[src/hdl/wdl_pkg.sv]
package wdl_pkg;

    localparam int FRAME_W  = 26;
    localparam int SITE_LSB = 17;
    localparam int SITE_W   = 8;
    localparam int CARD_LSB = 1;
    localparam int CARD_W   = 16;
    localparam int CFG_W    = 16;
    localparam int CFG_IDX_W = 3;

    localparam logic [4:0] FRAME_LEN = 5'd26;

    localparam logic [1:0] SERVO_OFF    = 2'd0;
    localparam logic [1:0] SERVO_UNLOCK = 2'd1;
    localparam logic [1:0] SERVO_LOCK   = 2'd2;

    localparam logic [CFG_IDX_W-1:0] CFG_SITE_CODE   = 3'd0;
    localparam logic [CFG_IDX_W-1:0] CFG_CARD_CODE   = 3'd1;
    localparam logic [CFG_IDX_W-1:0] CFG_UNLOCK_MS   = 3'd2;
    localparam logic [CFG_IDX_W-1:0] CFG_OPEN_WAIT   = 3'd3;
    localparam logic [CFG_IDX_W-1:0] CFG_DEBOUNCE    = 3'd4;
    localparam logic [CFG_IDX_W-1:0] CFG_LOCK_DELAY  = 3'd5;
    localparam logic [CFG_IDX_W-1:0] CFG_LOCK_MS     = 3'd6;
    localparam logic [CFG_IDX_W-1:0] CFG_GHOST       = 3'd7;

    localparam logic [SITE_W-1:0] RST_SITE_CODE = 8'd11;
    localparam logic [CARD_W-1:0] RST_CARD_CODE = 16'd11111;
    localparam logic [CFG_W-1:0]  RST_UNLOCK_MS = 16'd1000;
    localparam logic [CFG_W-1:0]  RST_OPEN_WAIT = 16'd3000;
    localparam logic [CFG_W-1:0]  RST_DEBOUNCE  = 16'd100;
    localparam logic [CFG_W-1:0]  RST_LOCK_DELAY = 16'd1000;
    localparam logic [CFG_W-1:0]  RST_LOCK_MS   = 16'd1000;
    localparam logic [CFG_W-1:0]  RST_GHOST     = 16'd50;

    typedef enum logic [2:0] {
        PH_IDLE       = 3'd0,
        PH_UNLOCK     = 3'd1,
        PH_OPEN_WAIT  = 3'd2,
        PH_CLOSE_DEB  = 3'd3,
        PH_LOCK_DELAY = 3'd4,
        PH_LOCK       = 3'd5,
        PH_OPEN_DEB   = 3'd6
    } t_phase;

    typedef struct packed {
        logic data_zero_pulse;
        logic data_one_pulse;
        logic release_pressed;
        logic door_closed;
        logic ms_tick;
    } t_in;

    typedef struct packed {
        logic [1:0] servo_command;
        logic       door_is_open_flag;
        logic       tag_accepted;
        logic       sequence_busy;
    } t_out;

    typedef struct packed {
        logic [1:0] servo_command;
        logic       door_is_open_flag;
        logic       sequence_busy;
    } t_seq_stat;

    typedef struct packed {
        logic [SITE_W-1:0] site_code;
        logic [CARD_W-1:0] card_code;
        logic [CFG_W-1:0]  unlock_drive_ms;
        logic [CFG_W-1:0]  open_wait_ms;
        logic [CFG_W-1:0]  debounce_ms;
        logic [CFG_W-1:0]  lock_delay_ms;
        logic [CFG_W-1:0]  lock_drive_ms;
        logic [CFG_W-1:0]  ghost_ms;
    } t_cfg;

endpackage

[src/hdl/wdl_wiegand.sv]
module wdl_wiegand
    import wdl_pkg::*;
#(
    parameter int TIMER_BITS = 16
) (
    input  logic i_clk,
    input  logic i_rst_n,
    input  logic i_en,
    input  t_in  i_item,
    input  t_cfg i_cfg,
    output logic o_match
);

    localparam int CMP_W = (TIMER_BITS > CFG_W) ? TIMER_BITS : CFG_W;

    logic [FRAME_W-1:0]    r_frame, n_frame;
    logic [4:0]            r_count, n_count;
    logic [4:0]            r_last, n_last;
    logic [TIMER_BITS-1:0] r_ghost, n_ghost;
    logic [TIMER_BITS-1:0] ghost_inc;

    always_comb begin
        n_frame = r_frame;
        n_count = r_count;
        n_last  = r_last;
        n_ghost = r_ghost;
        o_match = 1'b0;
        ghost_inc = (r_ghost != '1) ? r_ghost + 1'b1 : r_ghost;

        if (i_item.data_zero_pulse || i_item.data_one_pulse) begin
            n_frame = {r_frame[FRAME_W-2:0], i_item.data_one_pulse};
            n_count = r_count + 5'd1;
        end
        if (n_count >= FRAME_LEN) begin
            o_match = (n_frame[SITE_LSB +: SITE_W] == i_cfg.site_code) &&
                      (n_frame[CARD_LSB +: CARD_W] == i_cfg.card_code);
            n_frame = '0;
            n_count = '0;
        end
        if (i_item.ms_tick) begin
            if (CMP_W'(ghost_inc) >= CMP_W'(i_cfg.ghost_ms)) begin
                n_ghost = '0;
                if (n_count < FRAME_LEN && n_count == r_last) begin
                    n_frame = '0;
                    n_count = '0;
                end
                n_last = n_count;
            end else begin
                n_ghost = ghost_inc;
            end
        end
    end

    always_ff @(posedge i_clk) begin
        if (!i_rst_n) begin
            r_frame <= '0;
            r_count <= '0;
            r_last  <= '0;
            r_ghost <= '0;
        end else if (i_en) begin
            r_frame <= n_frame;
            r_count <= n_count;
            r_last  <= n_last;
            r_ghost <= n_ghost;
        end
    end

endmodule

[src/hdl/wdl_door_seq.sv]
module wdl_door_seq
    import wdl_pkg::*;
#(
    parameter int TIMER_BITS = 16
) (
    input  logic      i_clk,
    input  logic      i_rst_n,
    input  logic      i_en,
    input  t_in       i_item,
    input  t_cfg      i_cfg,
    input  logic      i_match,
    output t_seq_stat o_stat
);

    localparam int CMP_W = (TIMER_BITS > CFG_W) ? TIMER_BITS : CFG_W;

    t_phase                r_phase, n_phase;
    logic [TIMER_BITS-1:0] r_timer, n_timer;
    logic [TIMER_BITS-1:0] timer_inc;
    logic                  r_open, n_open;
    logic                  r_pending, n_pending;
    logic                  pending;
    logic [CFG_W-1:0]      limit;

    always_comb begin
        n_phase   = r_phase;
        n_timer   = r_timer;
        n_open    = r_open;
        pending   = r_pending || i_match;
        n_pending = pending;
        limit     = i_cfg.debounce_ms;
        timer_inc = (i_item.ms_tick && r_timer != '1) ? r_timer + 1'b1 : r_timer;

        unique case (r_phase)
            PH_UNLOCK:     limit = i_cfg.unlock_drive_ms;
            PH_OPEN_WAIT:  limit = i_cfg.open_wait_ms;
            PH_CLOSE_DEB:  limit = i_cfg.debounce_ms;
            PH_LOCK_DELAY: limit = i_cfg.lock_delay_ms;
            PH_LOCK:       limit = i_cfg.lock_drive_ms;
            default:       limit = i_cfg.debounce_ms;
        endcase

        if (r_phase == PH_IDLE) begin
            if (i_item.release_pressed || pending) begin
                n_pending = 1'b0;
                n_phase   = PH_UNLOCK;
                n_timer   = '0;
            end else if (r_open && i_item.door_closed) begin
                n_phase = PH_CLOSE_DEB;
                n_timer = '0;
            end else if (!r_open && !i_item.door_closed) begin
                n_phase = PH_OPEN_DEB;
                n_timer = '0;
            end
        end else begin
            n_timer = timer_inc;
            if (CMP_W'(timer_inc) >= CMP_W'(limit)) begin
                n_timer = '0;
                unique case (r_phase)
                    PH_UNLOCK: n_phase = PH_OPEN_WAIT;
                    PH_OPEN_WAIT: begin
                        n_open  = 1'b1;
                        n_phase = PH_IDLE;
                    end
                    PH_CLOSE_DEB: n_phase = i_item.door_closed ? PH_LOCK_DELAY : PH_IDLE;
                    PH_LOCK_DELAY: n_phase = PH_LOCK;
                    PH_LOCK: begin
                        n_open  = 1'b0;
                        n_phase = PH_IDLE;
                    end
                    default: begin
                        if (!i_item.door_closed) begin
                            n_open = 1'b1;
                        end
                        n_phase = PH_IDLE;
                    end
                endcase
            end
        end

        o_stat.door_is_open_flag = n_open;
        o_stat.sequence_busy     = (n_phase != PH_IDLE);
        if (n_phase == PH_UNLOCK) begin
            o_stat.servo_command = SERVO_UNLOCK;
        end else if (n_phase == PH_LOCK) begin
            o_stat.servo_command = SERVO_LOCK;
        end else begin
            o_stat.servo_command = SERVO_OFF;
        end
    end

    always_ff @(posedge i_clk) begin
        if (!i_rst_n) begin
            r_phase   <= PH_IDLE;
            r_timer   <= '0;
            r_open    <= 1'b1;
            r_pending <= 1'b0;
        end else if (i_en) begin
            r_phase   <= n_phase;
            r_timer   <= n_timer;
            r_open    <= n_open;
            r_pending <= n_pending;
        end
    end

endmodule

[src/hdl/wiegand_door_lock_controller_core.sv]
// An accepted item is held first in the input register, then in the result register.
// Throughput: one item per cycle; the input stage advances whenever the result
//   register is empty or being taken in the same cycle.
// Reset (synchronous, active low): both stages empty, frame and timers cleared,
//   sequencer idle, door assumed open, configuration back to its defaults.
module wiegand_door_lock_controller_core
    import wdl_pkg::*;
#(
    parameter int TIMER_BITS = 16
) (
    input  logic                 i_clk,
    input  logic                 i_rst_n,
    input  logic                 i_in_valid,
    output logic                 o_in_ready,
    input  t_in                  i_in_data,
    output logic                 o_out_valid,
    input  logic                 i_out_ready,
    output t_out                 o_out_data,
    input  logic                 i_cfg_we,
    input  logic [CFG_IDX_W-1:0] i_cfg_idx,
    input  logic [CFG_W-1:0]     i_cfg_wdata
);

    t_cfg      r_cfg;
    logic      r_in_valid;
    t_in       r_in;
    logic      r_out_valid;
    t_out      r_out;
    logic      advance;
    logic      match;
    t_seq_stat seq_stat;

    always_ff @(posedge i_clk) begin
        if (!i_rst_n) begin
            r_cfg.site_code       <= RST_SITE_CODE;
            r_cfg.card_code       <= RST_CARD_CODE;
            r_cfg.unlock_drive_ms <= RST_UNLOCK_MS;
            r_cfg.open_wait_ms    <= RST_OPEN_WAIT;
            r_cfg.debounce_ms     <= RST_DEBOUNCE;
            r_cfg.lock_delay_ms   <= RST_LOCK_DELAY;
            r_cfg.lock_drive_ms   <= RST_LOCK_MS;
            r_cfg.ghost_ms        <= RST_GHOST;
        end else if (i_cfg_we) begin
            unique case (i_cfg_idx)
                CFG_SITE_CODE:  r_cfg.site_code       <= i_cfg_wdata[SITE_W-1:0];
                CFG_CARD_CODE:  r_cfg.card_code       <= i_cfg_wdata;
                CFG_UNLOCK_MS:  r_cfg.unlock_drive_ms <= i_cfg_wdata;
                CFG_OPEN_WAIT:  r_cfg.open_wait_ms    <= i_cfg_wdata;
                CFG_DEBOUNCE:   r_cfg.debounce_ms     <= i_cfg_wdata;
                CFG_LOCK_DELAY: r_cfg.lock_delay_ms   <= i_cfg_wdata;
                CFG_LOCK_MS:    r_cfg.lock_drive_ms   <= i_cfg_wdata;
                CFG_GHOST:      r_cfg.ghost_ms        <= i_cfg_wdata;
                default: ;
            endcase
        end
    end

    assign advance    = r_in_valid && (!r_out_valid || i_out_ready);
    assign o_in_ready = !r_in_valid || advance;

    always_ff @(posedge i_clk) begin
        if (!i_rst_n) begin
            r_in_valid  <= 1'b0;
            r_out_valid <= 1'b0;
        end else begin
            if (o_in_ready) begin
                r_in_valid <= i_in_valid;
            end
            if (advance) begin
                r_out_valid <= 1'b1;
            end else if (i_out_ready) begin
                r_out_valid <= 1'b0;
            end
        end
    end

    always_ff @(posedge i_clk) begin
        if (o_in_ready && i_in_valid) begin
            r_in <= i_in_data;
        end
        if (advance) begin
            r_out.servo_command     <= seq_stat.servo_command;
            r_out.door_is_open_flag <= seq_stat.door_is_open_flag;
            r_out.tag_accepted      <= match;
            r_out.sequence_busy     <= seq_stat.sequence_busy;
        end
    end

    wdl_wiegand #(
        .TIMER_BITS(TIMER_BITS)
    ) u_wiegand (
        .i_clk   (i_clk),
        .i_rst_n (i_rst_n),
        .i_en    (advance),
        .i_item  (r_in),
        .i_cfg   (r_cfg),
        .o_match (match)
    );

    wdl_door_seq #(
        .TIMER_BITS(TIMER_BITS)
    ) u_door_seq (
        .i_clk   (i_clk),
        .i_rst_n (i_rst_n),
        .i_en    (advance),
        .i_item  (r_in),
        .i_cfg   (r_cfg),
        .i_match (match),
        .o_stat  (seq_stat)
    );

    assign o_out_valid = r_out_valid;
    assign o_out_data  = r_out;

    a_reset_empty: assert property (@(posedge i_clk)
        !i_rst_n |=> !r_in_valid && !r_out_valid)
        else $error("pipeline not empty after reset");

    a_stall_only_full: assert property (@(posedge i_clk) disable iff (!i_rst_n)
        !o_in_ready |-> r_in_valid && r_out_valid && !i_out_ready)
        else $error("input stalled without a full pipeline");

    a_servo_busy: assert property (@(posedge i_clk) disable iff (!i_rst_n)
        r_out_valid && r_out.servo_command != SERVO_OFF |-> r_out.sequence_busy)
        else $error("servo driven while sequencer idle");

    a_servo_code: assert property (@(posedge i_clk) disable iff (!i_rst_n)
        r_out_valid |-> r_out.servo_command <= SERVO_LOCK)
        else $error("invalid servo command");

endmodule
[config.mk]
export PLATFORM = sky130hd
export DESIGN_NAME = wiegand_door_lock_controller_core
export DESIGN_NICKNAME = d
export VERILOG_FILES = /design/src/hdl/wdl_pkg.sv /design/src/hdl/wdl_wiegand.sv /design/src/hdl/wdl_door_seq.sv /design/src/hdl/wiegand_door_lock_controller_core.sv
export SDC_FILE = /design/constraint.sdc
export NUM_CORES = 1
export LEC_CHECK = 0
export BUFFER_PORTS_ARGS = -buffer_cell sky130_fd_sc_hd__buf_4
export CAP_MARGIN = 30
export CELL_PAD_IN_SITES_DETAIL_PLACEMENT = 0
export CELL_PAD_IN_SITES_GLOBAL_PLACEMENT = 1
export CORE_MARGIN = 5
export CORE_UTILIZATION = 50
export DETAILED_ROUTE_END_ITERATION = 12
export HOLD_SLACK_MARGIN = 0.15
export PLACE_DENSITY = 0.95
export SLEW_MARGIN = 20
export SYNTH_ARGS = -nofsm -noshare
export SYNTH_HDL_FRONTEND = slang
export SYNTH_SLANG_ARGS = --single-unit
export TNS_END_PERCENT = 100
[constraint.sdc]
create_clock -name i_clk -period 6.2 [get_ports i_clk]
set_input_delay 1.55 -clock i_clk [delete_from_list [all_inputs] [get_ports i_clk]]
set_output_delay 1.55 -clock i_clk [all_outputs]
set_load 0.02 [all_outputs]
==> impl_metrics.py <==
metrics = {
    "worst_setup_path": {
        "cpMaxStageDelayCell": "dfxtp_1",
        "worst-r2r-setup-slack_ns": 1.97,
        "r2r-start": "u_door_seq.r_timer[4]",
        "endpoint_kind": "flop",
        "max_stage_delay_ns": 0.50,
        "startpoint": "u_door_seq.r_timer[4]",
        "cp_cell_sequence": "and4_1 -> nand4_1 -> o21a_1 -> nand3_1 -> nor2_1 -> xor2_1 -> ha_1 -> a21o_1 -> a211o_1 -> a211oi_1 -> o311ai_1 -> buf_4 -> or2_2 -> a22o_1 -> nor3_1",
        "cp-start-kind": "flop",
        "reg2reg_to": "o_out_data[4]",
        "crit_path_max_fanout": 13,
        "critPathKind": "flop to flop",
        "critical_path_required_ns": 6.52,
        "reg2reg_depth": 15,
        "critPathCapture": "o_out_data[4]",
        "cp.arrival_ns": 4.55,
    },
    "route": {
        "first_pass_iters": 5,
        "ant_nets": 0,
        "drt-wirelength-per-cell_um": 17.6,
        "viasPerCell": 5.92,
        "routed_wl_um": 28000,
        "drt_iter0_drc": 966,
        "drcViolationCount": 0,
        "vias": 9430,
    },
    "placed_design": {
        "dp_hpwl_um": 19000,
        "numPortBuffers": 35,
        "gp_congestion": 0.860,
    },
    "finish": {
        "final_cell_mix": "nand2_1 (308), dfxtp_1 (194), a21oi_1 (111), nand3_1 (73), nor2_1 (56)",
        "antenna_cells": 0,
        "final_common_cell": "nand2_1",
        "drive_above_1_share_pct": 8.72,
        "n_fill_cell": 1929,
        "nets": 1371,
        "area_delta_synth_final_pct": 11.0,
    },
    "global_routing": {
        "grt-ovfl-total": 0,
        "grtUsageMet1_pct": 33.8,
        "antenna_found_initial": 0,
        "grt_pass1_vias": 8838,
        "use_met2_pct": 36.6,
        "grt_max_degree": 57,
        "grt_use_met3_pct": 2.67,
        "top_usage_layer": "met2",
        "track_usage_pct": 23.1,
        "grt_first_pass_wirelength_um": 46100,
    },
    "timing": {
        "worst_slew_pin_slew_ns": 0.943,
        "slew_violations": 0,
        "finalHoldViolations": 0,
        "clock.fmax_mhz": 236,
        "rsz0062_at_grt": "no",
        "relSlewSlack_pct": 36.6,
        "fin_setup_tns_ns": 0,
        "setup_viol": 0,
        "fin_crit_ns": 4.23,
        "finalCritPeriodShare_pct": 68.3,
        "skew_ns": 0.00848,
        "holdWs_ns": 0.449,
    },
    "power_and_ir_drop": {
        "p_sw_share_pct": 24.6,
        "power_frac_seq_pct": 46.0,
        "p_comb_share_pct": 9.2,
        "p_clk_share_pct": 44.8,
        "p_per_area_nw_per_um2": 256,
        "p_int_mw": 2.26,
        "peakVddDrop_uv": 205,
        "total_leakage_power_nw": 4.32,
        "switchingPower_mw": 0.738,
    },
    "clock_tree": {
        "clk-insertion-delay-late_ns": 0.50,
        "cts_tree": "built",
        "cts_resized": 0,
        "clock_path_buffers": 3,
        "htreeDepth": 1,
        "cts-root-buf": "clkbuf_16",
        "ctsHoldBuffers": 0,
        "postCtsSetupBuffers": 0,
        "path_clk_slew_ns": 0.06,
        "clock-sinks": 204,
        "cts_made_buffers": 23,
    },
    "yosys": {
        "postSynthCellCount": 1308,
        "synth_seq_cells": 204,
        "synth_area_um2": 10500,
        "synth-seq-area-share_pct": 39.8,
        "synth_area_per_cell_um2": 8.04,
        "ys.flop_type": "dfxtp_1",
        "ys_types": 80,
        "yosys_warnings": 0,
        "synth_nets": 1375,
        "synth_edf_count": 10,
        "async_flop_share_pct": 0,
    },
    "hold_path": {
        "min_path_type": "flop to flop",
    },
    "die": {
        "die_y_um": 155,
        "pin_count": 36,
        "rows": 53,
        "core_area_um2": 20900,
        "die_area_um2": 24000,
        "die_w_um": 155,
        "start_util_pct": 50.4,
    },
    "run_status": {
        "outcome": "finished, final reports clean",
    },
    "run": {
        "cap_viol_max_count": 0,
    },
}
state kept, by name (all words and copies together), names as in the netlist, 3 cells and up:
signal	flops
u_wiegand.r_frame	25
r_in	5
u_door_seq.r_phase	3
u_wiegand.r_last	5
u_wiegand.r_count	5
u_wiegand.r_ghost	16
u_door_seq.r_timer	16
r_cfg	120
o_out_data	5
metal layers:
metal  vias up  part of all wire, %
li1       4632                    -
met1      4462                   47
met2       298                   45
met3        38                  6.4
met4         0                  1.9
met5         -                    0
cell families after synthesis:
group	Yosys count	synth area share [%]
mux	25	2.90
simple gates	550	23.3
flops	204	39.8
compound gates	314	20.6
buf+inv	129	4.97
xor+xnor	48	4.00
fa+ha+maj	38	4.52
through the flow:
| step | power, mW | instances | util, % | area [µm²] | setup slack, ns |
|---|---|---|---|---|---|
| 6_report | 2.99 | 1594 | 55.9 | 11700 | 1.97 |
| 5_1_grt | 3.10 | 1594 | 55.9 | 11700 | 1.71 |
| 4_1_cts | 3.01 | 1592 | 55.8 | 11700 | 1.84 |
| 3_3_place_gp | 1.67 | 1549 | 52.1 | 10900 | 1.99 |
| 2_1_floorplan | 1.59 | 1308 | - | 10500 | 2.37 |
| 3_5_place_dp | 1.68 | 1552 | 52.2 | 10900 | 1.85 |
how the worst min path moves through the flow:
stage	start	to	slack (ns)	cells after the start
4_1_cts	r_cfg[55]	r_cfg[55]	0.45	2
3_3_place_gp	r_cfg[46]	r_cfg[46]	0.44	2
2_1_floorplan	r_cfg[90]	r_cfg[90]	0.43	2
6_report	r_cfg[51]	r_cfg[51]	0.45	2
5_1_grt	r_cfg[95]	r_cfg[95]	0.47	2
3_5_place_dp	r_cfg[55]	r_cfg[55]	0.44	2
power groups by stage:
| stage | Clock, mW | Sequential (mW) | Combinational, mW |
|---|---|---|---|
| after global routing | 1.42 | 1.38 | 0.305 |
| after detailed placement | 0 | 1.40 | 0.272 |
| after CTS | 1.37 | 1.37 | 0.273 |
| after floorplan | 0 | 1.40 | 0.192 |
| after global placement | 0 | 1.40 | 0.267 |
| final | 1.34 | 1.38 | 0.275 |
final cells by class:
type,instances,area (µm²),area share (%)
clock buffer,30,642,5.50
timing repair buffer,52,402,3.44
tap,275,344,2.95
clock inverter,10,104,0.889
inverter,48,181,1.55
multi-input combinational,975,5820,49.8
sequential,204,4180,35.8
cells in the mapped netlist (all sizes together) (7+ instances only):
library cell / count / area (µm²)
inv: 47 / 176
or2: 9 / 56.3
mux2i: 17 / 170
a32o: 34 / 340
o21ai: 47 / 235
nor2b: 12 / 75.1
clkbuf: 65 / 254
a22oi: 12 / 90.1
xor2: 20 / 175
xnor2: 28 / 245
nor2: 59 / 231
buf: 16 / 88.8
nand3: 73 / 365
and2: 7 / 43.8
o221ai: 7 / 61.3
o2111ai: 8 / 70.1
dfxtp: 194 / 3880
nand2: 308 / 1160
nand2b: 17 / 106
ha: 38 / 475
edfxtp: 10 / 300
a31oi: 9 / 56.3
nor3: 22 / 110
nand4: 12 / 75.1
a21oi: 111 / 556
o211ai: 12 / 90.1
a211oi: 7 / 52.6
worst max-delay path: cells and delay by family, from the launching register on:
kind                       cells  cell delay [ns]
DFF                            1             0.50
and+or+nand+nor                6             1.43
AOI/OAI and AO/OA              6             1.39
adders and majority gates      1             0.29
xor gates and xnor gates       1             0.22
buffers and inverters          1             0.20
(Power assumes the default switching activity.)
